**src/rtl/core/mdm_pkg.sv**
```systemverilog
// Package for the data memory block: widths, operation codes, record kinds,
// controller states and the command/status structs between controller and datapath.
// No dependencies.
`default_nettype none
package mdm_pkg;

  localparam int OP_W   = 3;
  localparam int ADDR_W = 16;
  localparam int DATA_W = 8;
  localparam int CELL_W = 12;
  localparam int KIND_W = 2;

  localparam int MEM_DEPTH_DEF    = 2304;
  localparam int SRAM_BASE_DEF    = 256;
  localparam int SP_LOW_ADDR_DEF  = 93;
  localparam int SP_HIGH_ADDR_DEF = 94;

  localparam logic [OP_W-1:0] OP_READ  = 3'd0;
  localparam logic [OP_W-1:0] OP_WRITE = 3'd1;
  localparam logic [OP_W-1:0] OP_PUSH  = 3'd2;
  localparam logic [OP_W-1:0] OP_POP   = 3'd3;
  localparam logic [OP_W-1:0] OP_TAKE  = 3'd4;
  localparam logic [OP_W-1:0] OP_CLEAR = 3'd5;

  localparam logic [KIND_W-1:0] KIND_NONE = 2'd0;
  localparam logic [KIND_W-1:0] KIND_SRC  = 2'd1;
  localparam logic [KIND_W-1:0] KIND_DEST = 2'd2;

  localparam logic [DATA_W-1:0] BYTE_FF = 8'hFF;

  typedef enum logic [3:0] {
    S_INIT,
    S_IDLE,
    S_DISPATCH,
    S_RD_WAIT,
    S_SPH,
    S_SPCAP,
    S_STACK,
    S_POP_RD,
    S_PTR_L,
    S_PTR_H,
    S_WALK,
    S_OUT
  } state_t;

  typedef enum logic [2:0] {
    MA_ITEM,
    MA_SPL,
    MA_SPH,
    MA_SP,
    MA_WALK
  } mem_sel_t;

  typedef enum logic [1:0] {
    WD_VAL,
    WD_ZERO,
    WD_SPLO,
    WD_SPHI
  } wd_sel_t;

  typedef enum logic [1:0] {
    HS_ZERO,
    HS_FF,
    HS_RDATA,
    HS_RECORD
  } hold_sel_t;

  typedef enum logic [2:0] {
    NT_KEEP,
    NT_SRC_ADDR,
    NT_DST_ADDR,
    NT_SRC_SP,
    NT_DST_SP,
    NT_CLEAR
  } note_sel_t;

  typedef struct packed {
    logic      load_item;
    mem_sel_t  mem_sel;
    logic      mem_we;
    wd_sel_t   wd_sel;
    logic      cap_splo;
    logic      cap_sp;
    logic      sp_inc;
    logic      sp_dec;
    note_sel_t note_sel;
    logic      hold_en;
    hold_sel_t hold_sel;
    logic      res_load;
    logic      walk_inc;
  } dp_cmd_t;

  typedef struct packed {
    logic [OP_W-1:0] op;
    logic            addr_ok;
    logic            push_ok;
    logic            pop_ok;
    logic            walk_done;
    logic            out_free;
  } dp_status_t;

endpackage
`default_nettype wire

```
**src/rtl/core/mdm_ctrl.sv**
```systemverilog
// Controller state machine: sequences memory accesses for each operation.
// Depends on mdm_pkg; drives mdm_datapath through dp_cmd_t.
`default_nettype none
module mdm_ctrl (
  input  logic               clk,
  input  logic               rst,
  input  logic               in_valid,
  output logic               in_ready,
  input  mdm_pkg::dp_status_t status,
  output mdm_pkg::dp_cmd_t    cmd
);
  import mdm_pkg::*;

  state_t state, state_next;

  always_ff @(posedge clk) begin
    if (rst) begin
      state <= S_INIT;
    end else begin
      state <= state_next;
    end
  end

  always_comb begin
    state_next = state;
    cmd        = '0;
    in_ready   = 1'b0;
    unique case (state)
      S_INIT: begin
        cmd.mem_sel  = MA_WALK;
        cmd.mem_we   = 1'b1;
        cmd.wd_sel   = WD_ZERO;
        cmd.walk_inc = 1'b1;
        if (status.walk_done) begin
          state_next = S_IDLE;
        end
      end
      S_IDLE: begin
        in_ready = 1'b1;
        if (in_valid) begin
          cmd.load_item = 1'b1;
          state_next    = S_DISPATCH;
        end
      end
      S_DISPATCH: begin
        cmd.hold_en  = 1'b1;
        cmd.hold_sel = HS_ZERO;
        state_next   = S_OUT;
        unique case (status.op) inside
          OP_READ: begin
            if (status.addr_ok) begin
              cmd.mem_sel  = MA_ITEM;
              cmd.note_sel = NT_SRC_ADDR;
              state_next   = S_RD_WAIT;
            end else begin
              cmd.hold_sel = HS_FF;
            end
          end
          OP_WRITE: begin
            if (status.addr_ok) begin
              cmd.mem_sel  = MA_ITEM;
              cmd.mem_we   = 1'b1;
              cmd.wd_sel   = WD_VAL;
              cmd.note_sel = NT_DST_ADDR;
            end
          end
          OP_PUSH, OP_POP: begin
            cmd.mem_sel = MA_SPL;
            state_next  = S_SPH;
          end
          OP_TAKE: begin
            cmd.hold_sel = HS_RECORD;
            cmd.note_sel = NT_CLEAR;
          end
          OP_CLEAR: begin
            cmd.note_sel = NT_CLEAR;
            state_next   = S_WALK;
          end
          default: begin
          end
        endcase
      end
      S_RD_WAIT: begin
        cmd.hold_en  = 1'b1;
        cmd.hold_sel = HS_RDATA;
        state_next   = S_OUT;
      end
      S_SPH: begin
        cmd.mem_sel  = MA_SPH;
        cmd.cap_splo = 1'b1;
        state_next   = S_SPCAP;
      end
      S_SPCAP: begin
        cmd.cap_sp = 1'b1;
        state_next = S_STACK;
      end
      S_STACK: begin
        state_next = S_OUT;
        if (status.op == OP_PUSH) begin
          if (status.push_ok) begin
            cmd.mem_sel  = MA_SP;
            cmd.mem_we   = 1'b1;
            cmd.wd_sel   = WD_VAL;
            cmd.note_sel = NT_DST_SP;
            cmd.sp_dec   = 1'b1;
            state_next   = S_PTR_L;
          end
        end else begin
          if (status.pop_ok) begin
            cmd.sp_inc = 1'b1;
            state_next = S_POP_RD;
          end else begin
            cmd.hold_en  = 1'b1;
            cmd.hold_sel = HS_FF;
          end
        end
      end
      S_POP_RD: begin
        cmd.mem_sel  = MA_SP;
        cmd.note_sel = NT_SRC_SP;
        state_next   = S_PTR_L;
      end
      S_PTR_L: begin
        cmd.mem_sel  = MA_SPL;
        cmd.mem_we   = 1'b1;
        cmd.wd_sel   = WD_SPLO;
        cmd.hold_en  = 1'b1;
        cmd.hold_sel = (status.op == OP_POP) ? HS_RDATA : HS_ZERO;
        state_next   = S_PTR_H;
      end
      S_PTR_H: begin
        cmd.mem_sel = MA_SPH;
        cmd.mem_we  = 1'b1;
        cmd.wd_sel  = WD_SPHI;
        state_next  = S_OUT;
      end
      S_WALK: begin
        cmd.mem_sel  = MA_WALK;
        cmd.mem_we   = 1'b1;
        cmd.wd_sel   = WD_ZERO;
        cmd.walk_inc = 1'b1;
        if (status.walk_done) begin
          state_next = S_OUT;
        end
      end
      S_OUT: begin
        if (status.out_free) begin
          cmd.res_load = 1'b1;
          state_next   = S_IDLE;
        end
      end
      default: begin
        state_next = S_IDLE;
      end
    endcase
  end

endmodule
`default_nettype wire

```
**config.mk**
```make
export PLATFORM = sky130hd
export DESIGN_NAME = mdm_ctrl
export DESIGN_NICKNAME = d
export VERILOG_FILES = /design/src/rtl/core/mdm_pkg.sv /design/src/rtl/core/mdm_ctrl.sv
export SDC_FILE = /design/constraint.sdc
export NUM_CORES = 1
export LEC_CHECK = 0
export ABC_AREA = 1
export BUFFER_PORTS_ARGS = -buffer_cell sky130_fd_sc_hd__buf_2
export CORE_AREA = 3 3 43 45
export DETAILED_ROUTE_END_ITERATION = 10
export DIE_AREA = 0 0 46 48
export PLACE_DENSITY = 0.81
export SYNTH_ARGS = -nofsm -noshare
export SYNTH_HDL_FRONTEND = slang
export SYNTH_SLANG_ARGS = --single-unit
```
**constraint.sdc**
```tcl
create_clock -name clk -period 1.14 [get_ports clk]
set_input_delay 0.171 -clock clk [delete_from_list [all_inputs] [get_ports clk]]
set_output_delay 0.171 -clock clk [all_outputs]
set_load 0.005 [all_outputs]
```
* Word-level counts from Yosys, hierarchy flattened
Index checks and enable logic that the tools add are counted.
** Storage, ports and cells
- Bits of input ports :: 11
- Logic and storage cells :: 69
- Output and inout port bits :: 20
- Register bits after elaboration :: 4
** Operators by class
- Equal/unequal tests :: 20
- Reduce and logical (&&, ||, !) cells :: 8
- Mux-type cells :: 40
** Operators with widths (number)
- $pmux 4 s11 :: 1
- $mux 4 :: 9
- $pmux 3 s3 :: 2
- $pmux 3 s6 :: 1
- $eq 4x3->1 const B :: 4
- $eq 4x4->1 const B :: 4
- $pmux 3 s5 :: 1
- $mux 1 :: 12
- $mux 3 :: 4
- $pmux 3 s4 :: 1
- $pmux 4 s3 :: 1
- $mux 5 :: 2
- $reduce_or 2->1 :: 5
- $eq 4x2->1 const B :: 2
- $mux 2 :: 4
- $ne 2x2->1 const B :: 4
- $eq 3x2->1 const B :: 2
- $eq 3x3->1 const B :: 2
- $eq 4x1->1 const B :: 1
- $logic_not 4->1 :: 1
- $pmux 2 s2 :: 1
- $reduce_and 4->1 :: 1
- $eq 3x1->1 const B :: 1
- $logic_not 3->1 :: 1
- $pmux 1 s2 :: 1

* Logic depth before layout (Yosys ltp)
Gate-level depths: netlist (run 1).
- Depth after elaboration :: 4
- Depth in mapped cells :: 10
- Gate-level depth less buffers :: 10

* Worst setup path after synthesis (run 1)
No wires, ideal clock.
- Path kind :: reg2out
- Start point :: register state[2]
- End point :: output port cmd[15] in the netlist's numbering
- Slack :: -70 ps
- Stages on the path, launching flop included :: 7
- Buffers on the path :: 0
- Data required time :: 969 ps
- Arrival :: 1039 ps
- Cell sequence :: dfxtp_1 nand2_1 nor2_2 inv_1 nor2_2 nor2_1 nand3b_1
** RTL lines
- start: declaration :: RTL line mdm_ctrl.sv:14 : state_t state, state_next;
- start signal: assignment :: RTL line mdm_ctrl.sv:20 : state <= state_next;
- end: declaration :: RTL line mdm_ctrl.sv:10 : output mdm_pkg::dp_cmd_t cmd

==> flow_metrics.env, run 1 <==
export IMPL_status="finished, violations left"
export IMPL_failed_checks="negative setup slack"
export IMPL_ir_drop_mv=1.56
export IMPL_worst_pin_slew_ps=252
export IMPL_grt_pass1_vias=1036
export IMPL_largestRegisters="state x4"
export IMPL_largest_register="state"
export IMPL_largest_reg_flops=4
export IMPL_antenna_found_initial=0
export IMPL_post_dp_hpwl_um=1640
export IMPL_rows=14
export IMPL_initial_core_util_pct=37.8
export IMPL_p_per_area_nw_per_um2=2150
export IMPL_ys_types=19
export IMPL_dr_pass1_iters=4
export IMPL_cts_sinks=4
export IMPL_dpl_worst_slack_ps=-275
export IMPL_core_area_sq_um=1510
export IMPL_synth_common_cells="nand2_1, inv_1, nor2_1"
export IMPL_cts_tree="yes"
export IMPL_fin_ws_ps=-398
export IMPL_yosysMostFrequentCell="nand2_1"
export IMPL_rsz0062_at_grt="true"
export IMPL_h_tree_depth=1
export IMPL_setup_violations_final=24
export IMPL_drive_gt1_share_pct=73.7
export IMPL_stdcell_count=187
export IMPL_synth_xor_area_share_pct=0
export IMPL_cp_data_required_time_ps=970
export IMPL_die_height_um=48
export IMPL_hold_violations=0
export IMPL_dpl_cell_area_sq_um=901
export IMPL_dieArea_sq_um=2210
export IMPL_synth_warnings=0
export IMPL_via_per_inst=5.64
export IMPL_synth_top_family_by_area="simple AND/OR/NAND/NOR gates"
export IMPL_syn_inst=109
export IMPL_ios=31
export IMPL_clkTransAtPathRegs_ps=40
export IMPL_synth_top_area_share_pct=19.1
export IMPL_syn_area_sq_um=569
export IMPL_track_usage_pct=28.2
export IMPL_clock_skew_ps=0.780
export IMPL_diodes=0
export IMPL_start_kind="flop"
export IMPL_synth_simple_area_share_pct=60.2
export IMPL_syn_nets=120
export IMPL_ant_nets=0
export IMPL_synthAdderAreaFrac_pct=0
export IMPL_via_count=1054
export IMPL_arrival_ps=1370
export IMPL_yosys_area_top_type="nand2_1"
export IMPL_portBuffers=30
export IMPL_design_area_sq_um=1260
export IMPL_synth_area_per_cell_sq_um=5.22
export IMPL_cts_buffer_depth=2
export IMPL_final_nets=184
export IMPL_period_needed_ps=1540
export IMPL_ys_ff_latch=4
export IMPL_crit_path_max_fanout=4
export IMPL_synth_edf_count=0
export IMPL_place_inst=176
export IMPL_maxSlewViolCount=0
export IMPL_clock_latency_ps=230
export IMPL_drc=0
export IMPL_gr_total_overflow=0
export IMPL_power_leakage_nw=0.729
export IMPL_finalWeightedCongestion=0.871
export IMPL_hold_buffers=0
export IMPL_synth_top_cells_by_area="nand2_1, dfxtp_1, inv_1, nor2_1, nand4_1"
export IMPL_min_path_type="input port to flop"
export IMPL_synthFlopType="dfxtp_1"
export IMPL_crit_path_end_kind="output port"
export IMPL_wl_per_cell_um=16.3
export IMPL_cts_inserted_buffers=3
export IMPL_drt_iter0_drc=30
export IMPL_grt_pass1_wl_um=4420
export IMPL_yosysSeqAreaShare_pct=14.1
export IMPL_synth_compound_area_share_pct=9.23
export IMPL_async_flop_share_pct=0
export IMPL_die_x_um=46
export IMPL_drv_cap=0
export IMPL_cts_root_buf="clkbuf_4"
export IMPL_slew_limit_headroom_pct=83.1
export IMPL_synth_area_mux_share_pct=0
export IMPL_power_total_w=0.00271
export IMPL_drt_total_wl_um=3050
export IMPL_path_class="flop to output port"
export IMPL_period_share_pct=135
export IMPL_syn_to_final_growth_pct=122
export IMPL_fmax_mhz=650
export IMPL_grt_max_degree=8
==> cells by family after synthesis <==
logic type / Yosys count
buffers and inverters: 25
flip-flops: 4
AO/OA/AOI/OAI: 9
AND/OR/NAND/NOR: 71
==> layer usage <==
metal	vias to the layer above	global-route usage [%]	part of all wire, %
li1	472	-	-
met1	489	30.1	38
met2	70	51.4	50
met3	23	4.89	6.2
met4	0	17.0	5.3
met5	-	0	0
==> path summary, 6_finish.rpt <==
path	from	to	slack, ps	cells past startpoint
worst min register to register	state[3]$_SDFFE_PP0P_	state[1]$_SDFFE_PP0P_	690	3
worst max-delay path	state[3]$_SDFFE_PP0P_	cmd[15]	-400	8
worst min-delay path	rst	state[1]$_SDFFE_PP0P_	140	2
worst max register to register	state[3]$_SDFFE_PP0P_	state[0]$_SDFFE_PP0P_	-240	10
==> critical path, stage by stage (launching register included) <==
cell	delay (ps)
dfxtp_4	360
inv_4	80
nand2_4	60
nor2_4	110
inv_2	70
nor2_4	140
nor2_2	70
nand3b_1	110
buf_2	130
==> layout by cell type, fill, tap and decap left out, types with 2 or more instances in the layout <==
cell type | Yosys | final
inv_4 | 0 | 3
nand3b_1 | 2 | 2
nand3_1 | 6 | 3
dfxtp_4 | 0 | 3
nand2_1 | 29 | 15
o21ai_0 | 3 | 2
nand3_2 | 1 | 3
nor2_4 | 1 | 7
a21oi_2 | 0 | 3
buf_6 | 0 | 13
nand2_2 | 3 | 8
nor3_2 | 0 | 2
buf_2 | 0 | 29
nand2_4 | 1 | 10
nor2_2 | 5 | 8
clkbuf_4 | 0 | 3
nor2_1 | 13 | 4
inv_2 | 4 | 10
buf_4 | 0 | 17
nand4_1 | 5 | 5
inv_1 | 21 | 11
==> where the power goes <==
group / internal [W] / leakage [nW] / switching (W)
Combinational: 0.00100 / 0.680 / 0.00124
Sequential: 0.000213 / 0.0352 / 0.0000842
Clock: 0.000118 / 0.0138 / 0.0000561
Total: 0.00133 / 0.729 / 0.00138
==> layout make-up <==
cell class,instances,area (sq um)
Clock buffer,3,22.5
Tap cell,16,20.0
Multi-Input combinational cell,80,601
Inverter,25,106
Fill cell,92,245
Timing Repair Buffer,59,419
Sequential cell,4,92.6
==> timing repair <==
item                       4_1_cts  5_1_grt
pin swaps                       25       19
setup buffers                    7        3
setup endpoints to repair       24       24
resized for setup               63       26
==> through the flow <==
stage | hold slack [ps] | setup TNS, ps | util (%)
CTS | 118 | -6340 | 78.2
global placement | 368 | -1950 | 59.8
floorplan | 236 | -154 | -
finish | 138 | -6780 | 83.7
global route | 133 | -8020 | 83.7
detailed placement | 372 | -2470 | 59.8
Note: power is estimated with default switching activity, not from simulation.
==> inputs of run 2 (changes only) <==
--- a/config.mk
+++ b/config.mk
@@ -5,12 +5,11 @@
 export SDC_FILE = /design/constraint.sdc
 export NUM_CORES = 1
 export LEC_CHECK = 0
-export ABC_AREA = 1
 export BUFFER_PORTS_ARGS = -buffer_cell sky130_fd_sc_hd__buf_2
-export CORE_AREA = 3 3 43 45
+export CORE_AREA = 3 3 45 47
 export DETAILED_ROUTE_END_ITERATION = 10
-export DIE_AREA = 0 0 46 48
-export PLACE_DENSITY = 0.81
+export DIE_AREA = 0 0 48 50
+export PLACE_DENSITY = 0.82
 export SYNTH_ARGS = -nofsm -noshare
 export SYNTH_HDL_FRONTEND = slang
 export SYNTH_SLANG_ARGS = --single-unit
==> run 2 against run 1 <==
Against the previous run: total power is 72% lower; non-clock buffer count is 10 higher; combinational power is 81% lower; hold slack better by 15 ps; first-iteration DRC count is 93% higher; wire length is 17% higher; highest routed layer unchanged; the flow still finishes with violations (negative setup slack); via count is 12% higher; flip-flop and latch count stayed put; maximum frequency is 19% lower; sequential power is 47% lower; area after synthesis is 18% higher.
==> flow_metrics.env, run 2 <==
export IMPL_drive_gt1_share_pct=68.5
export IMPL_hold_start="rst"
export IMPL_status="finished, violations left"
export IMPL_cp_startpoint="state[0]$_SDFFE_PP0P_"
export IMPL_ys_types=44
export IMPL_gr_total_overflow=0
export IMPL_via_per_inst=6.49
export IMPL_rsz0062_at_grt="true"
export IMPL_rows=15
export IMPL_initial_core_util_pct=39.8
export IMPL_ant_nets=0
export IMPL_fin_ws_ps=-765
export IMPL_maxSlewViolCount=0
export IMPL_cts_root_buf="clkbuf_4"
export IMPL_grt_max_degree=24
export IMPL_final_util_pct=85.1
export IMPL_seqCellArea_sq_um=87.6
export IMPL_syn_inst=100
export IMPL_largest_reg_flops=4
export IMPL_diodes=0
export IMPL_yosys_area_top_type="dfxtp_1"
export IMPL_largest_register="state"
export IMPL_async_flop_share_pct=0
export IMPL_synth_edf_count=0
export IMPL_grt_pass1_vias=1143
export IMPL_portBuffers=30
export IMPL_synth_area_per_cell_sq_um=6.72
export IMPL_core_area_sq_um=1690
export IMPL_crit_chain="or4b_4 -> or2_4 -> o32ai_2 -> buf_2"
export IMPL_critPathTopFamily="simple AND/OR/NAND/NOR gates"
export IMPL_r2r_start="state[0]$_SDFFE_PP0P_"
export IMPL_dpl_worst_slack_ps=-499
export IMPL_drt_total_wl_um=3560
export IMPL_drc=0
export IMPL_clock_latency_ps=230
export IMPL_arrival_ps=1730
export IMPL_final_nets=178
export IMPL_via_count=1181
export IMPL_failed_checks="negative setup slack"
export IMPL_final_setup_tns_ps=-12620
export IMPL_drt_iter0_drc=58
export IMPL_p_per_area_nw_per_um2=534
export IMPL_hold_violations=0
export IMPL_yosysSeqAreaShare_pct=11.9
export IMPL_layout_common_cells="buf_2, buf_4, buf_6"
export IMPL_cp_slowest_stage_delay_ps=480
export IMPL_track_usage_pct=29.9
export IMPL_cts_inserted_buffers=3
export IMPL_crit_buf_inv=1
export IMPL_slew_limit_headroom_pct=66.3
export IMPL_clock_skew_ps=2.88
export IMPL_dr_pass1_iters=4
export IMPL_post_dp_hpwl_um=1690
export IMPL_syn_area_sq_um=672
export IMPL_ios=31
export IMPL_ir_drop_mv=0.733
export IMPL_start_kind="flop"
export IMPL_drv_cap=0
export IMPL_die_height_um=50
export IMPL_cts_sinks=4
export IMPL_power_leakage_nw=0.663
export IMPL_clkTransAtPathRegs_ps=40
export IMPL_h_tree_depth=1
export IMPL_crit_path_end_kind="output port"
export IMPL_path_class="flop to output port"
export IMPL_cp_data_required_time_ps=970
export IMPL_holdWs_ps=153
export IMPL_antenna_found_initial=0
export IMPL_min_path_type="input port to flop"
export IMPL_fillers=92
export IMPL_syn_to_final_growth_pct=114
export IMPL_synth_top_area_share_pct=11.9
export IMPL_largestRegisters="state x4"
export IMPL_design_area_sq_um=1440
export IMPL_multi_input_area_sq_um=723
export IMPL_syn_nets=111
export IMPL_period_needed_ps=1910
export IMPL_synth_top_cells_by_area="dfxtp_1, a21oi_1, nand2_1, nor3_1, nor2_1"
export IMPL_finalWeightedCongestion=0.847
export IMPL_ys_ff_latch=4
export IMPL_final_common_cell="buf_2"
export IMPL_worst_pin_slew_ps=504
export IMPL_cts_tree="yes"
export IMPL_dpl_cell_area_sq_um=980
export IMPL_synth_common_cells="a21oi_1, nand2_1, nor2_1"
export IMPL_die_x_um=48
export IMPL_crit_path_max_fanout=4
export IMPL_period_share_pct=167
export IMPL_cts_buffer_depth=2
export IMPL_wl_per_cell_um=19.6
export IMPL_setup_violations_final=24
export IMPL_cp_slowest_cell="or4b_4"
export IMPL_synth_warnings=0
export IMPL_fmax_mhz=525
export IMPL_synthFlopType="dfxtp_1"
export IMPL_dieArea_sq_um=2400
export IMPL_grt_pass1_wl_um=5200
[run 2: cell families (layout without fill, tap and decap cells)]
family,after synthesis,count (layout),synth area share [%]
buf+inv,12,77,8.01
simple gates,51,51,44.0
xor+xnor,2,2,2.61
compound gates,31,31,33.5
flops,4,4,11.9
[run 2: per-stage QoR]
step / power [W] / cells
3_3_place_gp: 0.000392 / 160
6_report: 0.000767 / 182
2_1_floorplan: 0.000300 / 100
5_1_grt: 0.000808 / 182
3_5_place_dp: 0.000401 / 160
4_1_cts: 0.000717 / 178
[run 2: routing by layer]
metal	global-route usage (%)	wire, um	vias to the layer above
met3	5.84	326	28
met2	49.8	1770	100
met1	33.0	1230	545
met5	0	0	-
met4	17.0	234	0
li1	-	-	508
[run 2: layout make-up]
type,instances,share of cell area [%]
multi-input combinational,84,50.3
timing repair buffer,69,38.8
sequential,4,6.09
inverter,5,1.74
clock buffer,3,1.57
tap,17,1.48
[run 2: path summary, 6_finish.rpt]
| path | end | slack, ps | depth (start not counted) |
|---|---|---|---|
| min reg2reg | state[0]$_SDFFE_PP0P_ | 900 | 5 |
| min | state[1]$_SDFFE_PP0P_ | 150 | 2 |
| max | cmd[3] | -770 | 4 |
| max reg2reg | state[3]$_SDFFE_PP0P_ | -510 | 5 |
[run 2: worst reg2reg max path: cells and delay by family, from the launching register on]
family	cells	cell delay [ps]
compound gates	2	290
flops	1	360
buf+inv	1	270
simple gates	2	630
[run 2: what timing repair did]
action	CTS	global route
setup endpoints to repair	24	24
resized for setup	42	15
gates cloned	2	0
pin swaps	7	3
hold buffers	0	0
buffers inserted	13	5
[run 2: power breakdown]
part | internal, W | total, W | leakage, nW | switching, W
Clock | 0.000118 | 0.000181 | 0.0138 | 0.0000625
Combinational | 0.000239 | 0.000430 | 0.614 | 0.000191
Sequential | 0.000148 | 0.000157 | 0.0346 | 0.00000910
